### src/rtl/albs_pkg.sv
package albs_pkg;

   // Number of LEDs on the string and derived index width
   localparam int LED_COUNT = 64;
   localparam int LED_IDX_W = (LED_COUNT > 1) ? $clog2(LED_COUNT) : 1;

   // Pixel and slot widths
   localparam int COLOUR_W     = 24;
   localparam int INDEX_W      = 16;
   localparam int PULSE_W      = 8;
   localparam int BITS_PER_LED = 24;
   localparam int BIT_POS_W    = 5;

   // Configuration register indexes
   localparam int CSR_ADDR_W = 1;
   localparam logic [CSR_ADDR_W-1:0] CSR_LONG_PULSE  = 1'b0;
   localparam logic [CSR_ADDR_W-1:0] CSR_SHORT_PULSE = 1'b1;

   // Request function codes
   typedef enum logic [1:0] {
      FUNC_WRITE = 2'd0,
      FUNC_READ  = 2'd1,
      FUNC_START = 2'd2,
      FUNC_TICK  = 2'd3
   } func_type;

   // Frame position handed from the sequencer to the datapath
   typedef struct packed {
      logic                 active;
      logic [LED_IDX_W-1:0] led;
      logic [BIT_POS_W-1:0] bit_pos;
      logic                 done_next;
   } slot_type;

   // Bit number within the stored colour for a slot: bytes low to high, each MSB first
   function automatic logic [BIT_POS_W-1:0] slot_bit_index(input logic [BIT_POS_W-1:0] pos);
      return {pos[4:3], ~pos[2:0]};
   endfunction

endpackage

### src/rtl/albs_pixel_ram.sv
module albs_pixel_ram #(
   parameter int DEPTH  = 64,
   parameter int WIDTH  = 24,
   parameter int ADDR_W = (DEPTH > 1) ? $clog2(DEPTH) : 1
) (
   input  logic              clock,
   input  logic              wr_en,
   input  logic [ADDR_W-1:0] wr_addr,
   input  logic [WIDTH-1:0]  wr_data,
   input  logic              rd_en,
   input  logic [ADDR_W-1:0] rd_addr,
   output logic [WIDTH-1:0]  rd_data
);

   logic [WIDTH-1:0] mem [DEPTH];
   logic [WIDTH-1:0] rd_data_ff;

   // Single write port, single registered read port
   always_ff @(posedge clock) begin
      if (wr_en) begin
         mem[wr_addr] <= wr_data;
      end
      if (rd_en) begin
         rd_data_ff <= mem[rd_addr];
      end
   end

   assign rd_data = rd_data_ff;

endmodule

### src/rtl/albs_frame_seq.sv
module albs_frame_seq (
   input  logic             clock,
   input  logic             reset,
   input  logic             start,
   input  logic             tick,
   output albs_pkg::slot_type slot
);
   import albs_pkg::*;

   localparam logic [LED_IDX_W-1:0] LED_LAST = LED_IDX_W'(LED_COUNT - 1);
   localparam logic [BIT_POS_W-1:0] BIT_LAST = BIT_POS_W'(BITS_PER_LED - 1);

   logic                 sending_ff, sending_in;
   logic [LED_IDX_W-1:0] led_ff, led_in;
   logic [BIT_POS_W-1:0] bit_ff, bit_in;

   // Next frame position
   always_comb begin
      sending_in = sending_ff;
      led_in     = led_ff;
      bit_in     = bit_ff;
      if (start) begin
         sending_in = 1'b1;
         led_in     = '0;
         bit_in     = '0;
      end else if (tick) begin
         if (sending_ff) begin
            if (bit_ff == BIT_LAST) begin
               bit_in = '0;
               if (led_ff == LED_LAST) begin
                  led_in     = '0;
                  sending_in = 1'b0;
               end else begin
                  led_in = led_ff + LED_IDX_W'(1);
               end
            end else begin
               bit_in = bit_ff + BIT_POS_W'(1);
            end
         end
      end
   end

   always_ff @(posedge clock) begin
      if (reset) begin
         sending_ff <= 1'b0;
         led_ff     <= '0;
         bit_ff     <= '0;
      end else begin
         sending_ff <= sending_in;
         led_ff     <= led_in;
         bit_ff     <= bit_in;
      end
   end

   // Current slot, plus idle status after this request
   assign slot.active    = sending_ff;
   assign slot.led       = led_ff;
   assign slot.bit_pos   = bit_ff;
   assign slot.done_next = ~sending_in;

`ifndef SYNTHESIS
   a_bit_range: assert property (@(posedge clock) disable iff (reset)
      bit_ff <= BIT_LAST)
      else $error("bit position beyond last slot of an LED");
   a_idle_home: assert property (@(posedge clock) disable iff (reset)
      !sending_ff |-> (led_ff == '0 && bit_ff == '0))
      else $error("idle sequencer not parked at LED 0");
   a_start_arms: assert property (@(posedge clock) disable iff (reset)
      start |=> sending_ff)
      else $error("start did not begin a frame");
`endif

endmodule

### src/rtl/addressable_led_bit_serializer_core.sv
// Addressable LED bit serialiser. Holds one 24-bit colour per LED (LED_COUNT
// entries in a synchronous pixel RAM, black after reset through per-entry
// valid bits, so no clearing pass is needed) and serves four request kinds
// selected by req_tuser: write pixel, read pixel, start frame and bit-slot
// tick. Each tick returns the timer compare value for the next bit of the
// frame (long_pulse for a one, short_pulse for a zero), LEDs in order, each
// LED low byte first, each byte MSB first; after the last LED ticks return 0
// with frame_done set until the next start. Every request gives exactly one
// response. On accept a request issues the pixel RAM read; the registered RAM
// data is then turned into the response once the response register is free,
// and no new request is accepted until that load. The response register
// decouples the two sides.
module addressable_led_bit_serializer_core (
   input  logic                              clock,
   input  logic                              reset,
   // request channel
   input  logic                              req_tvalid,
   output logic                              req_tready,
   input  logic [39:0]                       req_tdata,  // pixel_index[15:0], colour[39:16]
   input  logic [1:0]                        req_tuser,  // func[1:0]
   // response channel
   output logic                              rsp_tvalid,
   input  logic                              rsp_tready,
   output logic [39:0]                       rsp_tdata,  // ok[0], read_colour[24:1],
                                                         // pulse_width[32:25], frame_done[33],
                                                         // zero[39:34]
   // configuration
   input  logic                              csr_we,
   input  logic [albs_pkg::CSR_ADDR_W-1:0]   csr_addr,
   input  logic [albs_pkg::PULSE_W-1:0]      csr_wdata
);
   import albs_pkg::*;

   // Request fields
   func_type               req_func;
   logic [INDEX_W-1:0]     req_index;
   logic [COLOUR_W-1:0]    req_colour;
   logic                   req_fire;
   logic                   req_in_range;
   logic [LED_IDX_W-1:0]   req_led;
   slot_type               slot;

   assign req_func     = func_type'(req_tuser);
   assign req_index    = req_tdata[INDEX_W-1:0];
   assign req_colour   = req_tdata[INDEX_W +: COLOUR_W];
   assign req_fire     = req_tvalid & req_tready;
   assign req_in_range = (req_index < INDEX_W'(LED_COUNT));
   assign req_led      = req_index[LED_IDX_W-1:0];

   // Configuration registers
   logic [PULSE_W-1:0] long_pulse_ff, short_pulse_ff;

   always_ff @(posedge clock) begin
      if (reset) begin
         long_pulse_ff  <= '0;
         short_pulse_ff <= '0;
      end else if (csr_we) begin
         case (csr_addr)
            CSR_LONG_PULSE:  long_pulse_ff  <= csr_wdata;
            CSR_SHORT_PULSE: short_pulse_ff <= csr_wdata;
            default: ;
         endcase
      end
   end

   // Frame sequencer
   albs_frame_seq u_seq (
      .clock (clock),
      .reset (reset),
      .start (req_fire && req_func == FUNC_START),
      .tick  (req_fire && req_func == FUNC_TICK),
      .slot  (slot)
   );

   // Pixel RAM: write on accept, read pixel or current frame LED on accept
   logic                 ram_we;
   logic [LED_IDX_W-1:0] ram_raddr;
   logic [COLOUR_W-1:0]  ram_rdata;

   assign ram_we    = req_fire && req_func == FUNC_WRITE && req_in_range;
   assign ram_raddr = (req_func == FUNC_READ) ? req_led : slot.led;

   albs_pixel_ram #(
      .DEPTH (LED_COUNT),
      .WIDTH (COLOUR_W)
   ) u_ram (
      .clock   (clock),
      .wr_en   (ram_we),
      .wr_addr (req_led),
      .wr_data (req_colour),
      .rd_en   (req_fire),
      .rd_addr (ram_raddr),
      .rd_data (ram_rdata)
   );

   // Written-since-reset flags; an unwritten entry reads as black
   logic [LED_COUNT-1:0] valid_ff;

   always_ff @(posedge clock) begin
      if (reset) begin
         valid_ff <= '0;
      end else if (ram_we) begin
         valid_ff[req_led] <= 1'b1;
      end
   end

   // Request details held across the RAM read
   logic                 busy_ff, busy_in;
   func_type             p_func_ff;
   logic                 p_ok_ff;
   logic                 p_active_ff;
   logic                 p_valid_ff;
   logic                 p_done_ff;
   logic [BIT_POS_W-1:0] p_bit_ff;

   always_ff @(posedge clock) begin
      if (req_fire) begin
         p_func_ff   <= req_func;
         p_ok_ff     <= (req_func == FUNC_WRITE || req_func == FUNC_READ) && req_in_range;
         p_active_ff <= slot.active;
         p_valid_ff  <= valid_ff[ram_raddr];
         p_done_ff   <= slot.done_next;
         p_bit_ff    <= slot_bit_index(slot.bit_pos);
      end
   end

   // Response assembly
   logic                rsp_load;
   logic [COLOUR_W-1:0] pix_colour;
   logic [COLOUR_W-1:0] rd_colour;
   logic [PULSE_W-1:0]  pulse;

   assign rsp_load   = busy_ff && (!rsp_tvalid || rsp_tready);
   assign pix_colour = p_valid_ff ? ram_rdata : '0;
   assign rd_colour  = (p_func_ff == FUNC_READ && p_ok_ff) ? pix_colour : '0;

   always_comb begin
      pulse = '0;
      if (p_func_ff == FUNC_TICK && p_active_ff) begin
         pulse = pix_colour[p_bit_ff] ? long_pulse_ff : short_pulse_ff;
      end
   end

   // Busy flag and response register
   logic                rsp_valid_ff, rsp_valid_in;
   logic                rsp_ok_ff;
   logic [COLOUR_W-1:0] rsp_colour_ff;
   logic [PULSE_W-1:0]  rsp_pulse_ff;
   logic                rsp_done_ff;

   always_comb begin
      busy_in = busy_ff;
      if (req_fire) begin
         busy_in = 1'b1;
      end else if (rsp_load) begin
         busy_in = 1'b0;
      end
      rsp_valid_in = rsp_valid_ff;
      if (rsp_load) begin
         rsp_valid_in = 1'b1;
      end else if (rsp_tready) begin
         rsp_valid_in = 1'b0;
      end
   end

   always_ff @(posedge clock) begin
      if (reset) begin
         busy_ff      <= 1'b0;
         rsp_valid_ff <= 1'b0;
      end else begin
         busy_ff      <= busy_in;
         rsp_valid_ff <= rsp_valid_in;
      end
   end

   always_ff @(posedge clock) begin
      if (rsp_load) begin
         rsp_ok_ff     <= p_ok_ff;
         rsp_colour_ff <= rd_colour;
         rsp_pulse_ff  <= pulse;
         rsp_done_ff   <= p_done_ff;
      end
   end

   assign req_tready = ~busy_ff;
   assign rsp_tvalid = rsp_valid_ff;
   assign rsp_tdata  = {6'b0, rsp_done_ff, rsp_pulse_ff, rsp_colour_ff, rsp_ok_ff};

`ifndef SYNTHESIS
   a_accept_busy: assert property (@(posedge clock) disable iff (reset)
      req_fire |=> busy_ff)
      else $error("accepted request not held for completion");
   a_pulse_not_ok: assert property (@(posedge clock) disable iff (reset)
      rsp_valid_ff |-> !(rsp_ok_ff && rsp_pulse_ff != '0))
      else $error("pixel access response carries a pulse value");
   a_colour_ok: assert property (@(posedge clock) disable iff (reset)
      (rsp_valid_ff && rsp_colour_ff != '0) |-> rsp_ok_ff)
      else $error("colour returned without an in-range read");
`endif

endmodule
### config.mk
export PLATFORM = sky130hd
export DESIGN_NAME = addressable_led_bit_serializer_core
export DESIGN_NICKNAME = d
export VERILOG_FILES = /design/src/rtl/albs_pkg.sv /design/src/rtl/albs_pixel_ram.sv /design/src/rtl/albs_frame_seq.sv /design/src/rtl/addressable_led_bit_serializer_core.sv
export SDC_FILE = /design/constraint.sdc
export NUM_CORES = 2
export LEC_CHECK = 0
export BUFFER_PORTS_ARGS = -buffer_cell sky130_fd_sc_hd__buf_2
export CORE_MARGIN = 8
export CORE_UTILIZATION = 38
export DETAILED_ROUTE_END_ITERATION = 12
export GPL_TIMING_DRIVEN = 0
export PLACE_DENSITY = 0.56
export SLEW_MARGIN = 20
export SYNTH_ARGS = -nofsm -noshare
export SYNTH_HDL_FRONTEND = slang
export SYNTH_SLANG_ARGS = --single-unit
### constraint.sdc
create_clock -name clock -period 4.85 [get_ports clock]
set_input_delay 0.97 -clock clock [delete_from_list [all_inputs] [get_ports clock]]
set_output_delay 0.97 -clock clock [all_outputs]
set_load 0.01 [all_outputs]
==> impl_metrics.csv <==
group,metric,value,unit
critical_path,cpMostUsedCell,"buf_2",
sta,tightest_slew,1.29,ns
global_route,grt_start_max_net_pins,65,
sta,finalSetupViolations,0,
global_route,busiest_layer,"met2",
clocking,path_clk_slew,0.06,ns
status,status,"complete, no violations",
critical_path,path_cells,"buf_2 > buf_2 > nor2b_1 > buf_4 > mux2i_1 > buf_2 > clkbuf_1 > mux4_2 > a22oi_1 > o211ai_1 > or4_1",
sta,tns,0,ns
yosys,synth-edff-count,1605,
yosys,ys_seq_area_frac,0.723,
sta,drv_slew,0,
route,ant_nets,0,
yosys,ys_types,59,
global_route,use_met3,0.0336,
clocking,cts_sinks,1699,
critical_path,cp.depth,11,
die,rows,156,
placed_design,gp_congestion,0.926,
cells_and_area,drive_above_1_share,0.181,
cells_and_area,area_growth,16.8,%
route,wl_per_cell,28.6,µm
critical_path,startpoint_type,"primary input",
worst_hold_path,hold_depth,1,
global_route,grt_pass1_wl,285,mm
yosys,yosysTopAreaCell,"edfxtp_1",
placed_design,hpwl,142,mm
clocking,cts_buffers,178,
critical_path,crit_end,"u_ram.rd_data[9]",
critical_path,endpoint_kind,"register",
yosys,yosys-top-cells-area,"edfxtp_1 (70%), mux2i_1 (7.6%), mux4_2 (6.6%)",
pwr,ir_worst_vdd,0.421,mV
sta,max_freq,0.212,GHz
yosys,yosys_warnings,0,
global_route,grt_util_met1,0.273,
sta,period_share,0.970,
route,first_pass_iters,8,
critical_path,r2r_cells,9,
route,wl,202,mm
yosys,syn_area,0.0692,mm²
placed_design,numPortBuffers,90,
die,dieArea,0.196,mm²
yosys,ys_seq_elements,1699,
critical_path,crit_fanout,10,
critical_path,slowest_stage,"or4_1",
pwr,p_per_area,384,mW/mm²
global_route,grt_usage,0.199,
critical_path,path_buf_inv,5,
sta,slew_headroom,0.139,
clocking,cts.path.max_buffers,3,
cells_and_area,finalNetCount,4557,
critical_path,r2r-start,"u_seq.led_ff[0]",
global_route,grt_pass1_vias,38700,
critical_path,startpoint,"req_tuser[0]",
cells_and_area,finalNonFillerCells,7053,
worst_hold_path,hold_path.class,"primary input to register",
die,die_h,443,µm
route,drtIter0Drc,4312,
run,drv_cap,0,
route,vias,39600,
route,viasPerCell,5.62,
yosys,yosysMostFrequentCell,"edfxtp_1",
global_route,overflow,0,
critical_path,crit_arrival,5.26,ns
critical_path,slowest_delay,0.71,ns
yosys,netlist_instances,4148,
sta,finalCriticalPeriod,4.71,ns
die,initial_core_util,0.383,
yosys,synth_flop_cell,"edfxtp_1",
sta,rsz0062_at_grt,"no",
pwr,p_leak,26.7,nW
clocking,cts_tree,"yes",
critical_path,worstReg2RegEnd,"u_ram.rd_data[2]",
die,core_area,0.181,mm²
clocking,clock_latency,0.82,ns
critical_path,crit_family,"buffers and inverters",
critical_path,reg2reg_slack,0.39,ns
placed_design,dp.cells,6689,
global_route,antenna_found_initial,29,
clocking,post_cts_buffers,0,
yosys,synth.top_cell.area_share,0.696,
critical_path,crit_type,"primary input to register",
critical_path,required,5.40,ns
sta,finClkSkew,0.0366,ns
global_route,use_met2,0.320,
die,die_w,443,µm
route,drc,0,
yosys,synth_commonest_cells,"edfxtp_1 (1605), mux2i_1 (527), nor2_1 (369)",
sta,hold_viol_final,0,
die,io_pins,98,
yosys,synthArstFlopShare,0,
clocking,root_buffer,"clkbuf_16",
clocking,htreeDepth,4,
yosys,avgSynthCellArea,16.7,µm²
-- worst min path at each step --
stage,startpoint,endpoint,slack (ns)
after floorplan,p_done_ff,rsp_done_ff,0.40
after global routing,req_tuser[0],p_func_ff[0],0.32
final,req_tuser[0],p_func_ff[0],0.37
after detailed placement,p_done_ff,rsp_done_ff,0.41
after CTS,req_tuser[0],p_func_ff[0],0.30
after global placement,p_done_ff,rsp_done_ff,0.41
-- where the power goes --
part	switching, mW	total, mW	internal (mW)
combinational	1.04	1.48	0.438
clock	5.79	13.5	7.67
sequential	0.0321	16.1	16.1
-- flip-flops by register name (all words and copies together), names as in the netlist --
register	count
rsp_pulse_ff	8
rsp_colour_ff	24
rsp_done_ff	1
u_ram.mem	1536
u_seq.bit_ff	5
long_pulse_ff	8
p_bit_ff	5
u_ram.rd_data	24
busy_ff	1
rsp_tvalid	1
p_done_ff	1
short_pulse_ff	8
u_seq.sending_ff	1
p_ok_ff	1
p_active_ff	1
p_func_ff	2
p_valid_ff	1
rsp_ok_ff	1
valid_ff	64
u_seq.led_ff	6
-- layout make-up --
cell class,instances,area (µm²)
diodes,33,82.6
plain buffers,277,1320
clock buffers,233,4800
clock inverters,98,942
fillers,15600,100000
inverters,66,248
multi-input cells,2110,18200
flip-flops and latches,1699,50100
well taps,2370,2970
repair buffers,167,2300
-- metrics by stage --
step           setup WS (ns)  hold slack, ns  cell area, µm²  total power [mW]   util
4_1_cts               0.0285           0.300           80800              31.3  0.447
3_3_place_gp           -1.79           0.408           72700              17.8  0.402
2_1_floorplan          0.633           0.400           69300              17.1      -
3_5_place_dp          -0.891           0.406           75100              17.9  0.415
5_1_grt                0.120           0.317           80900              31.9  0.447
6_report               0.144           0.366           80900              31.0  0.447
-- cell families after synthesis --
family / count (synthesis) / synth area share
and+or+nand+nor: 816 / 0.0512
buffers and inverters: 344 / 0.0227
other: 1 / 0.0000542
muxes: 739 / 0.144
xor gates and xnor gates: 6 / 0.000759
adders and majority gates: 2 / 0.000361
AOI/OAI and AO/OA: 541 / 0.0581
DFF: 1699 / 0.723
-- cells in the final DEF, fill, tap and decap left out, types with 28 or more instances in the layout --
cell / instances
nor2_4: 64
o32ai_1: 71
a21oi_1: 87
buf_2: 136
mux4_2: 202
and2_1: 28
clkbuf_1: 184
clkinv_2: 31
buf_12: 28
diode_2: 33
nor2_1: 304
nand3_1: 41
clkinv_1: 35
edfxtp_1: 1605
a22oi_1: 73
nor3_1: 30
buf_16: 41
mux2i_1: 527
clkbuf_16: 181
nand2_1: 240
nor4_1: 31
buf_4: 47
buf_1: 28
dfxtp_1: 94
inv_1: 66
a211oi_1: 118
a31oi_1: 50
-- repair_timing --
item,in CTS,in global routing
setup endpoints to repair,0,1
resized for setup,0,0
hold buffers,0,0
-- per-layer routing --
metal	vias to the layer above	share of wire
met5	-	0.00027
met4	8	0.039
met3	317	0.069
met2	1510	0.47
met1	20600	0.42
li1	17200	-
Note: power is estimated with default switching activity, not from simulation.
